### config.mk
export PLATFORM = sky130hd
export DESIGN_NAME = fmpf_div
export DESIGN_NICKNAME = d
export VERILOG_FILES = /design/src/rtl/core/first_minimum_parabolic_finder_top_assert.svh /design/src/rtl/core/fmpf_pkg.sv /design/src/rtl/core/fmpf_div.sv
export SDC_FILE = /design/constraint.sdc
export NUM_CORES = 1
export LEC_CHECK = 0
export BUFFER_PORTS_ARGS = -buffer_cell sky130_fd_sc_hd__buf_2
export CORE_ASPECT_RATIO = 1.2
export CORE_MARGIN = 1
export CORE_UTILIZATION = 59
export CTS_BUF_LIST = sky130_fd_sc_hd__clkbuf_16
export DETAILED_ROUTE_END_ITERATION = 10
export GPL_TIMING_DRIVEN = 0
export PLACE_DENSITY = 0.84
export SYNTH_ARGS = -nofsm -noshare
export SYNTH_HDL_FRONTEND = slang
export SYNTH_SLANG_ARGS = --single-unit
### constraint.sdc
create_clock -name clk -period 9 [get_ports clk]
set_input_delay 2.25 -clock clk [delete_from_list [all_inputs] [get_ports clk]]
set_output_delay 2.25 -clock clk [all_outputs]
set_load 0.03 [all_outputs]
### src/rtl/core/first_minimum_parabolic_finder_top_assert.svh
// ----------------------------------------------------------------------------
// first_minimum_parabolic_finder_top_assert.svh
// assertion macros shared by the finder's checking code
// ----------------------------------------------------------------------------
`ifndef FIRST_MINIMUM_PARABOLIC_FINDER_TOP_ASSERT_SVH
`define FIRST_MINIMUM_PARABOLIC_FINDER_TOP_ASSERT_SVH

// consequence checked in the same cycle as the antecedent
`define FMPF_ASSERT_SAME(label, ante, cons, msg) \
  label: assert property (@(posedge clk) disable iff (rst) (ante) |-> (cons)) \
    else $error(msg);

// consequence checked in the cycle after the antecedent
`define FMPF_ASSERT_NEXT(label, ante, cons, msg) \
  label: assert property (@(posedge clk) disable iff (rst) (ante) |=> (cons)) \
    else $error(msg);

`endif

### src/rtl/core/fmpf_pkg.sv
// ----------------------------------------------------------------------------
// fmpf_pkg
// shared widths, register indexes and helpers of the first minimum finder
// ----------------------------------------------------------------------------
package fmpf_pkg;

  // default histogram length
  localparam int MAX_BINS_DEF = 1024;

  // shared multiplier operand and product widths
  localparam int MUL_W  = 33;
  localparam int PROD_W = 2 * MUL_W;

  // divider widths: |w*(gl-gn)| < 2^63, |2*(2g0-gn-gl)| < 2^35
  localparam int DIVIDEND_W = 64;
  localparam int DIVISOR_W  = 35;
  localparam int DIV_CNT_W  = $clog2(DIVIDEND_W + 1);

  // wide position arithmetic before saturation
  localparam int POS_W = PROD_W;

  // configuration register indexes
  typedef enum logic [1:0] {
    CFG_FIRST_CENTER = 2'd0,
    CFG_BIN_STEP     = 2'd1,
    CFG_CLAMP_LEVEL  = 2'd2,
    CFG_ACCEPT_LEVEL = 2'd3
  } cfg_idx_t;

  // register reset values
  localparam logic signed [31:0] FIRST_CENTER_RST = 32'sd0;
  localparam logic [30:0]        BIN_STEP_RST     = 31'd65536;
  localparam logic [31:0]        CLAMP_LEVEL_RST  = 32'd805306368;
  localparam logic [31:0]        ACCEPT_LEVEL_RST = 32'd268435456;

  // saturate a wide position to the signed 32-bit range
  function automatic logic [31:0] sat32(input logic signed [POS_W-1:0] v);
    logic signed [POS_W-1:0] hi;
    logic signed [POS_W-1:0] lo;
    hi = POS_W'(32'sh7FFF_FFFF);
    lo = POS_W'(-33'sd2147483648);
    if (v > hi) begin
      return 32'h7FFF_FFFF;
    end else if (v < lo) begin
      return 32'h8000_0000;
    end else begin
      return v[31:0];
    end
  endfunction

endpackage

### src/rtl/core/fmpf_div.sv
// ----------------------------------------------------------------------------
// fmpf_div
// unsigned restoring divider, one quotient bit per cycle
// ----------------------------------------------------------------------------
module fmpf_div (
  input  logic                                  clk,
  input  logic                                  rst,
  input  logic                                  start,
  input  logic [fmpf_pkg::DIVIDEND_W-1:0]       dividend,
  input  logic [fmpf_pkg::DIVISOR_W-1:0]        divisor,
  output logic [fmpf_pkg::DIVIDEND_W-1:0]       quotient,
  output logic                                  done
);

  logic [fmpf_pkg::DIVISOR_W-1:0]   rem;
  logic [fmpf_pkg::DIVIDEND_W-1:0]  quo;
  logic [fmpf_pkg::DIVISOR_W-1:0]   dsr;
  logic [fmpf_pkg::DIV_CNT_W-1:0]   count;
  logic                             busy;
  logic [fmpf_pkg::DIVISOR_W:0]     shifted;
  logic [fmpf_pkg::DIVISOR_W+1:0]   trial;
  logic                             fits;

  // trial subtract of the divisor from the shifted remainder
  always_comb begin
    shifted = {rem, quo[fmpf_pkg::DIVIDEND_W-1]};
    trial   = {1'b0, shifted} - {2'b00, dsr};
    fits    = !trial[fmpf_pkg::DIVISOR_W+1];
  end

  // step control
  always_ff @(posedge clk) begin
    if (rst) begin
      busy  <= 1'b0;
      done  <= 1'b0;
      count <= '0;
    end else begin
      done <= busy && !start && (count == fmpf_pkg::DIV_CNT_W'(1));
      if (start) begin
        busy  <= 1'b1;
        count <= fmpf_pkg::DIV_CNT_W'(fmpf_pkg::DIVIDEND_W);
      end else if (busy) begin
        count <= count - fmpf_pkg::DIV_CNT_W'(1);
        if (count == fmpf_pkg::DIV_CNT_W'(1)) begin
          busy <= 1'b0;
        end
      end
    end
  end

  // remainder and quotient shift register
  always_ff @(posedge clk) begin
    if (start) begin
      rem <= '0;
      quo <= dividend;
      dsr <= divisor;
    end else if (busy) begin
      rem <= fits ? trial[fmpf_pkg::DIVISOR_W-1:0] : shifted[fmpf_pkg::DIVISOR_W-1:0];
      quo <= {quo[fmpf_pkg::DIVIDEND_W-2:0], fits};
    end
  end

  assign quotient = quo;

endmodule

==> impl_metrics.ini <==
[cells_and_area]
final_common_cell = buf_2
final_area_um2 = 9325
areaGrowthSynthToFinish_pct = 21.15
drive_gt1_share_pct = 32.34
nNetsFinal = 1036
antenna_cells = 0
fillers = 899
final_core_util_pct = 73.61
final_cell_mix = buf_2, edfxtp_1, mux2_2, nand2_1, nor2_1

[route]
remaining_drc_errors = 0
viasPerCell = 5.837
wl_um = 19550
dr.pass1.iters = 5
wl_per_cell_um = 18.22
drt_iter0_drc = 348
vias = 6263
postRouteAntennaNets = 0

[clock_tree]
ctsHoldBuffers = 0
root_buffer = clkbuf_16
cts_tree = built
cts-resized-gates = 0
numCtsBuffers = 17
cts_setup_buffers = 0
clock_sinks = 143
htree_levels = 4
clkTransAtPathRegs_ns = 0.06
clock_path_buffers = 2
insertion_delay_ns = 0.43

[place]
dpl.hpwl_um = 13950
dpl-instance-area_um2 = 8753
port_buffers = 166
place_congestion = 0.9360

[synthesis]
syn_area_per_cell_um2 = 10.84
yosysSeqAreaShare_pct = 50.07
async_flop_share_pct = 0
syn-num-nets = 850
synth_area_um2 = 7697
yosys-top-cells-area = edfxtp_1, dfxtp_1, mux2_2
synth_edf_count = 99
syn_inst = 710
synth_cell_types = 61
synth-seq-cells = 143
synth_top_area_cell = edfxtp_1
yosysWarnings = 0
synth.top_cell.area_share_pct = 38.62
synth_ff_type = edfxtp_1

[power_and_ir_drop]
irDropWorstVdd_uv = 160.8
power-per-cell-area_nw_per_um2 = 213.7
finalPower_mw = 1.993
p_leak_nw = 4.056

[critical_path]
crit_arrival_ns = 5.29
path_delay_family = buffers and inverters
endpoint_kind = flop
critical_path.max_stage_delay_ns = 0.64
crit_path_top_delay_cell = buf_2
crit_chain = buf_2 > clkbuf_1 > clkbuf_1 > clkbuf_1 > or2_2 > buf_12
critPathRequiredTime_ns = 9.11
timing.critical_path.fanout_max = 41
crit_type = in2reg
path_buf_inv = 5
start_kind = primary input
crit_top_cell = clkbuf_1

[global_routing]
grt_max_degree = 42
antenna_found_initial = 0
grt_usage_pct = 29.78
grt_pass1_wl_um = 30730
grt_pass1_vias = 6373
grt-ovfl-total = 0

[timing]
drv_slew = 0
rsz0062_at_grt = no
max_slew.worst_pin.slew_ns = 0.8407
slew_headroom_pct = 43.96
tns_ns = 0
whs_ns = 0.4869
finalSetupViolCount = 0
period_minus_slack_ns = 5.175
fmaxAchievable_mhz = 193.2
finalClockSkew_ns = 0.009549
final-hold-violation-count = 0
fin_crit_sh_pct = 57.50

[run]
drv_cap = 0

[die]
start_util_pct = 60.76
std_cell_rows = 45
die_w_um = 106.3
ioPinCount = 167
die_height_um = 127.1
core_area_um2 = 12670
fp.dieArea_um2 = 13510

[status]
status = complete, no violations

[hold_path]
hold_class = reg2reg
## synthesized netlist by cell type (all sizes together), types with 3 or more instances
cell,number
a211oi,12
clkbuf,24
o211ai,7
mux2,65
a31oi,11
or3,4
inv,44
o21ai,19
dfxtp,44
a311oi,20
or2,6
xnor2,19
nor4,4
a221oi,4
nor2,58
edfxtp,99
nand3,14
and2,8
nand2,65
nor3,6
nand2b,3
and3,8
ha,37
a21oi,44
buf,13
o21bai,3
a21o,26
nand4,6
xor2,10
## worst reg2reg max path, cell delays in order (launching register included)
cell,delay [ns]
edfxtp_1,0.43
inv_1,0.07
ha_1,0.22
fa_1,0.37
and2b_2,0.25
o2111ai_2,0.15
a2111o_1,0.49
a21oi_1,0.15
nor2_1,0.08
nand2_1,0.10
buf_2,0.23
buf_2,0.31
nand2_1,0.10
a221oi_1,0.29
## report_power, final
part	internal [mW]	switching [mW]	total, mW
clock	0.389	0.298	0.686
sequential	0.777	0.0375	0.814
combinational	0.189	0.304	0.492
## stage by stage
step,instances,setup slack (ns)
finish,1073,3.825
global route,1073,3.628
CTS,1073,3.774
detailed placement,1041,3.341
global placement,1040,3.002
floorplan,710,4.698
## sequential cells by signal, summed over array words and instances (netlist names)
signal,count
rem,35
quotient,64
count,7
done,1
dsr,35
busy,1
## path summary, 6_finish.rpt
kind	start	end	slack, ns	cells past startpoint
min reg2reg	rem[34]	rem[34]	0.49	2
min	rem[34]	rem[34]	0.49	2
max reg2reg	quotient[63]	rem[28]	5.64	13
max	start	quotient[60]	3.82	6
## per-layer routing
metal / track usage, % / vias up / wire [µm] / part of all wire, %
met4: 13.64 / 0 / 722 / 3.7
met2: 52.56 / 290 / 9830 / 50
met3: 9.235 / 47 / 1707 / 8.7
li1: - / 2984 / - / -
met1: 32.60 / 2942 / 7285 / 37
met5: 0 / - / 0 / 0
## layout make-up
| type | instances | area (µm²) | share of cell area, % |
|---|---|---|---|
| flip-flops and latches | 143 | 3854 | 41.33 |
| well taps | 164 | 205.2 | 2.200 |
| inverters | 44 | 165.2 | 1.771 |
| plain buffers | 37 | 167.7 | 1.798 |
| repair buffers | 167 | 850.8 | 9.124 |
| clock inverters | 15 | 146.4 | 1.570 |
| clock buffers | 17 | 425.4 | 4.562 |
| multi-input cells | 486 | 3511 | 37.65 |
## logic make-up (layout without fill, tap and decap cells)
logic type	Yosys count	in the layout	share of synthesized area (%)
compound gates	161	161	14.76
xor+xnor	29	29	3.300
fa+ha+maj	38	38	6.274
buf+inv	81	280	4.324
flops	143	143	50.06
mux	67	67	9.769
simple gates	191	191	11.51
(Power assumes the default switching activity.)
