<file path="config.mk">
export PLATFORM = sky130hd
export DESIGN_NAME = fmpf_mul
export DESIGN_NICKNAME = d
export VERILOG_FILES = /design/src/rtl/core/first_minimum_parabolic_finder_top_assert.svh /design/src/rtl/core/fmpf_pkg.sv /design/src/rtl/core/fmpf_mul.sv
export SDC_FILE = /design/constraint.sdc
export NUM_CORES = 2
export LEC_CHECK = 0
export ABC_CLOCK_PERIOD_IN_PS = 12300
export BUFFER_PORTS_ARGS = -buffer_cell sky130_fd_sc_hd__buf_4
export CAP_MARGIN = 10
export CELL_PAD_IN_SITES_DETAIL_PLACEMENT = 1
export CELL_PAD_IN_SITES_GLOBAL_PLACEMENT = 1
export CORE_MARGIN = 2
export CORE_UTILIZATION = 42
export CTS_CLUSTER_SIZE = 20
export DETAILED_ROUTE_END_ITERATION = 10
export PLACE_DENSITY = 0.7
export SLEW_MARGIN = 20
export SYNTH_ARGS = -nofsm -noshare
export SYNTH_HDL_FRONTEND = slang
export SYNTH_SLANG_ARGS = --single-unit
</file>
<file path="constraint.sdc">
create_clock -name clk -period 12.3 [get_ports clk]
set_clock_uncertainty 0.05 [all_clocks]
set_input_delay 2.46 -clock clk [delete_from_list [all_inputs] [get_ports clk]]
set_output_delay 2.46 -clock clk [all_outputs]
set_load 0.01 [all_outputs]
</file>
<file path="src/rtl/core/first_minimum_parabolic_finder_top_assert.svh">
// ----------------------------------------------------------------------------
// first_minimum_parabolic_finder_top_assert.svh
// assertion macros shared by the finder's checking code
// ----------------------------------------------------------------------------
`ifndef FIRST_MINIMUM_PARABOLIC_FINDER_TOP_ASSERT_SVH
`define FIRST_MINIMUM_PARABOLIC_FINDER_TOP_ASSERT_SVH

// consequence checked in the same cycle as the antecedent
`define FMPF_ASSERT_SAME(label, ante, cons, msg) \
  label: assert property (@(posedge clk) disable iff (rst) (ante) |-> (cons)) \
    else $error(msg);

// consequence checked in the cycle after the antecedent
`define FMPF_ASSERT_NEXT(label, ante, cons, msg) \
  label: assert property (@(posedge clk) disable iff (rst) (ante) |=> (cons)) \
    else $error(msg);

`endif

</file>
<file path="src/rtl/core/fmpf_pkg.sv">
// ----------------------------------------------------------------------------
// fmpf_pkg
// shared widths, register indexes and helpers of the first minimum finder
// ----------------------------------------------------------------------------
package fmpf_pkg;

  // default histogram length
  localparam int MAX_BINS_DEF = 1024;

  // shared multiplier operand and product widths
  localparam int MUL_W  = 33;
  localparam int PROD_W = 2 * MUL_W;

  // divider widths: |w*(gl-gn)| < 2^63, |2*(2g0-gn-gl)| < 2^35
  localparam int DIVIDEND_W = 64;
  localparam int DIVISOR_W  = 35;
  localparam int DIV_CNT_W  = $clog2(DIVIDEND_W + 1);

  // wide position arithmetic before saturation
  localparam int POS_W = PROD_W;

  // configuration register indexes
  typedef enum logic [1:0] {
    CFG_FIRST_CENTER = 2'd0,
    CFG_BIN_STEP     = 2'd1,
    CFG_CLAMP_LEVEL  = 2'd2,
    CFG_ACCEPT_LEVEL = 2'd3
  } cfg_idx_t;

  // register reset values
  localparam logic signed [31:0] FIRST_CENTER_RST = 32'sd0;
  localparam logic [30:0]        BIN_STEP_RST     = 31'd65536;
  localparam logic [31:0]        CLAMP_LEVEL_RST  = 32'd805306368;
  localparam logic [31:0]        ACCEPT_LEVEL_RST = 32'd268435456;

  // saturate a wide position to the signed 32-bit range
  function automatic logic [31:0] sat32(input logic signed [POS_W-1:0] v);
    logic signed [POS_W-1:0] hi;
    logic signed [POS_W-1:0] lo;
    hi = POS_W'(32'sh7FFF_FFFF);
    lo = POS_W'(-33'sd2147483648);
    if (v > hi) begin
      return 32'h7FFF_FFFF;
    end else if (v < lo) begin
      return 32'h8000_0000;
    end else begin
      return v[31:0];
    end
  endfunction

endpackage

</file>
<file path="src/rtl/core/fmpf_mul.sv">
// ----------------------------------------------------------------------------
// fmpf_mul
// shared signed multiplier with a registered product
// ----------------------------------------------------------------------------
module fmpf_mul (
  input  logic                                 clk,
  input  logic signed [fmpf_pkg::MUL_W-1:0]    a,
  input  logic signed [fmpf_pkg::MUL_W-1:0]    b,
  output logic signed [fmpf_pkg::PROD_W-1:0]   p
);

  // one product per cycle, available the cycle after the operands
  always_ff @(posedge clk) begin
    p <= a * b;
  end

endmodule

</file>
==> parameters.txt <==
Parameter                              Value

Run status
  Result of the run    complete, no violations

Yosys
  Largest family of logic cells by synthesized area    adder cells
  Dominant cell by count in the synthesized netlist    sky130_fd_sc_hd__fa_1
  Fraction of the mapped netlist area in simple logic gates    approximately 16%
  Area of the mapped netlist    0.0407 mm2
  Proportion of synthesized flip-flops having asynchronous set or reset    0%
  Post-synthesis compound-gate area fraction    under 10%
  Xor and xnor fraction of the mapped netlist area    between 1 and 1.5%
  Top area cells in the synthesized netlist    sky130_fd_sc_hd__fa_1, sky130_fd_sc_hd__inv_1, sky130_fd_sc_hd__and2_1, sky130_fd_sc_hd__ha_1, sky130_fd_sc_hd__nand2_1
  Primary FF master, synth    sky130_fd_sc_hd__dfxtp_1
  Sequential share of the synthesized area    between 3 and 4%
  Number of distinct library cell variants in the gate-level netlist after synthesis    80
  Syn_area_per_cell    between 9 and 10 um2
  Number of cells produced by synthesis    4338
  Post-Synth Adder-Cell Area    about 63%
  Flip-flop and latch count after synthesis    66
  List of most frequent post-synthesis cells    sky130_fd_sc_hd__fa_1, sky130_fd_sc_hd__inv_1, sky130_fd_sc_hd__and2_1
  Post-synthesis mux area share    0%
  Yosys top cell area share    ~56%
  Number of warning messages in the yosys log    0
  Dominant cell type by area after synthesis    sky130_fd_sc_hd__fa_1
  EDFF count, synth    0
  Net count after synthesis    between 5k and 6k

Setup path
  Arrival time at the worst endpoint    about 11 ns
  CP endpoint kind    flip-flop
  Startpoint type of the worst setup path    input pin
  Crit Path Class    input pin to flip-flop
  Data required time at the worst endpoint    12.57 ns
  Critical path peak fanout    33

Clock tree
  Count of hold buffers inserted by post-cts repair    0
  Post-CTS setup-driven buffer insertion count    0
  Cells resized by post-CTS repair    0
  CTS sink count    66
  CTS max path bufs    2
  TritonCTS buffer count    9
  Root Driver    sky130_fd_sc_hd__clkbuf_16
  CTS tree    yes
  Clock-pin transition on the worst setup and hold timing paths    0.08 ns
  CTS H-tree depth    3

Detailed routing
  DR vias    ~29k
  Number of remaining DRC errors    0
  1st-pass router iterations    5
  Number of vias per cell    5.16
  Violation count after the first detailed-route iteration    about 1.4k
  Post-detailed-route count of antenna-violating nets    0
  Total wire length    between 100 and 150 mm
  Mean routed wirelength per cell    21.8 um

Global route
  Vias in the first global route    between 30k and 40k
  Initial antenna violation count    4
  Largest net degree at the start of global routing    34
  Total global routing overflow    0
  Global router's overall resource usage    about a quarter
  Wire length of the first global-routing pass    about 190 mm

Layout
  Share of layout cells above drive strength 1    under 10%
  Fillcell total    11.2k
  Layout area overhead    5.23%
  Registers with the most flip-flops    p x66
  Number of nets in the layout    5695
  Register name with the most flops    p
  Largest register FFs    66

Die
  Floorplan row count    114
  Height of the die    315 um
  Die X-Extent    315 um
  Starting utilization of the core area    between 40% and 50%
  Die outline area    ~0.099 mm2
  Number of ports placed on the die boundary    between 100 and 150
  Core area    slightly below 0.1 mm2

Timing
  RSZ-0062 raised after global routing    no
  Total negative slack for setup checks    0 ns
  Worst Max-Slew Pin Slew    between 0.9 and 1 ns
  Max Transition Viols Final    0
  Crit share post-route    83.8%
  Setup-violating endpoint count in the final report    0
  Maximum clock frequency    around 97 MHz
  Final critical path time including I/O delays and setup    around 10 ns
  Count of final hold-check violations    0
  Relative slew slack    37.6%

Flow run
  Count of max-cap constraint violations    0

Place
  Number of I/O port buffers    between 100 and 150
  Global placement routability congestion    0.838
  Half-perimeter wire length of the detailed placement result    96.9 mm

Hold path
  Class of the most critical hold timing path    input pin to flip-flop
[final timing paths]
| check | cells past startpoint | start | slack, ns | to |
|---|---|---|---|---|
| worst max-delay path | 22 | b[0] | 1.99 | p[58] |
| worst min-delay path | 2 | b[0] | 2.47 | p[0] |
[area by class of cell]
| class | instances | area, um2 | share of cell area (%) |
|---|---|---|---|
| multi-input combinational | 2920 | 34300 | 80.1 |
| inverter | 1131 | 4250 | 9.90 |
| tap | 1276 | 1600 | 3.72 |
| sequential | 66 | 1320 | 3.08 |
| timing repair buffer | 138 | 1040 | 2.42 |
| clock buffer | 9 | 225 | 0.525 |
| clock inverter | 7 | 118 | 0.274 |
| antenna | 2 | 5.00 | 0.0117 |
[metal layers]
layer  share of wire (%)  vias up  track usage [%]
met1                  41    15700             32.8
met4                 3.7        0             8.96
met3                 4.0      181             3.17
met2                  52      622             45.4
met5                   0        -                0
li1                    -    12200                -
[worst max-delay path: stages]
cell                        delay, ns
sky130_fd_sc_hd__buf_4           0.34
sky130_fd_sc_hd__nand2_1         0.15
sky130_fd_sc_hd__inv_1           0.16
sky130_fd_sc_hd__fa_1            0.50
sky130_fd_sc_hd__fa_1            0.57
sky130_fd_sc_hd__fa_1            0.96
sky130_fd_sc_hd__inv_1           0.23
sky130_fd_sc_hd__fa_1            0.60
sky130_fd_sc_hd__fa_1            0.45
sky130_fd_sc_hd__fa_1            0.58
sky130_fd_sc_hd__fa_1            0.43
sky130_fd_sc_hd__fa_1            0.50
sky130_fd_sc_hd__inv_1           0.05
sky130_fd_sc_hd__ha_1            0.48
sky130_fd_sc_hd__and4_1          0.41
sky130_fd_sc_hd__nand3_1         0.22
sky130_fd_sc_hd__nand2b_1        0.28
sky130_fd_sc_hd__a2111oi_4       0.36
sky130_fd_sc_hd__a211oi_4        0.13
sky130_fd_sc_hd__a21oi_2         0.32
sky130_fd_sc_hd__nor4b_2         0.10
sky130_fd_sc_hd__a311oi_1        0.27
[cell families (layout without fill, tap and decap cells)]
logic type / Yosys count / in the layout
adder cells (fa/ha/maj): 1362 / 1362
buffers and inverters: 1352 / 1285
AND/OR/NAND/NOR: 1271 / 1271
AO/OA/AOI/OAI: 219 / 219
XOR/XNOR: 68 / 68
flip-flops: 66 / 66
other: 0 / 2
[placed cells by master (no fill, tap or decap), types with 4 or more instances in the layout]
cell type,n
sky130_fd_sc_hd__a211o_1,6
sky130_fd_sc_hd__a211oi_1,7
sky130_fd_sc_hd__a21o_1,36
sky130_fd_sc_hd__a21oi_1,57
sky130_fd_sc_hd__a31oi_1,8
sky130_fd_sc_hd__and2_1,562
sky130_fd_sc_hd__and3_1,5
sky130_fd_sc_hd__and4_1,5
sky130_fd_sc_hd__buf_4,138
sky130_fd_sc_hd__clkbuf_16,9
sky130_fd_sc_hd__dfxtp_1,66
sky130_fd_sc_hd__fa_1,1145
sky130_fd_sc_hd__ha_1,217
sky130_fd_sc_hd__inv_1,1131
sky130_fd_sc_hd__nand2_1,551
sky130_fd_sc_hd__nand2b_1,12
sky130_fd_sc_hd__nand3_1,25
sky130_fd_sc_hd__nand4_1,11
sky130_fd_sc_hd__nor2_1,68
sky130_fd_sc_hd__nor2b_1,5
sky130_fd_sc_hd__nor3_1,7
sky130_fd_sc_hd__o211ai_1,4
sky130_fd_sc_hd__o21a_1,6
sky130_fd_sc_hd__o21ai_0,25
sky130_fd_sc_hd__o21ai_1,6
sky130_fd_sc_hd__o21bai_1,11
sky130_fd_sc_hd__xnor2_1,43
sky130_fd_sc_hd__xor2_1,25
[through the flow]
stage	setup slack [ns]	cells	instance area (um2)	util (%)	hold slack [ns]
finish	1.99	5549	42900	44.5	2.47
CTS	2.06	5547	42900	44.4	2.46
detailed placement	1.67	5531	42500	44.1	2.80
global route	1.63	5547	42900	44.4	2.48
floorplan	2.55	4338	40700	-	2.54
global placement	1.75	5531	42500	44.1	2.80
Power is left out: the tool's default activity adds up to more than one toggle a clock period on the data nets, which glitch-free logic cannot reach.
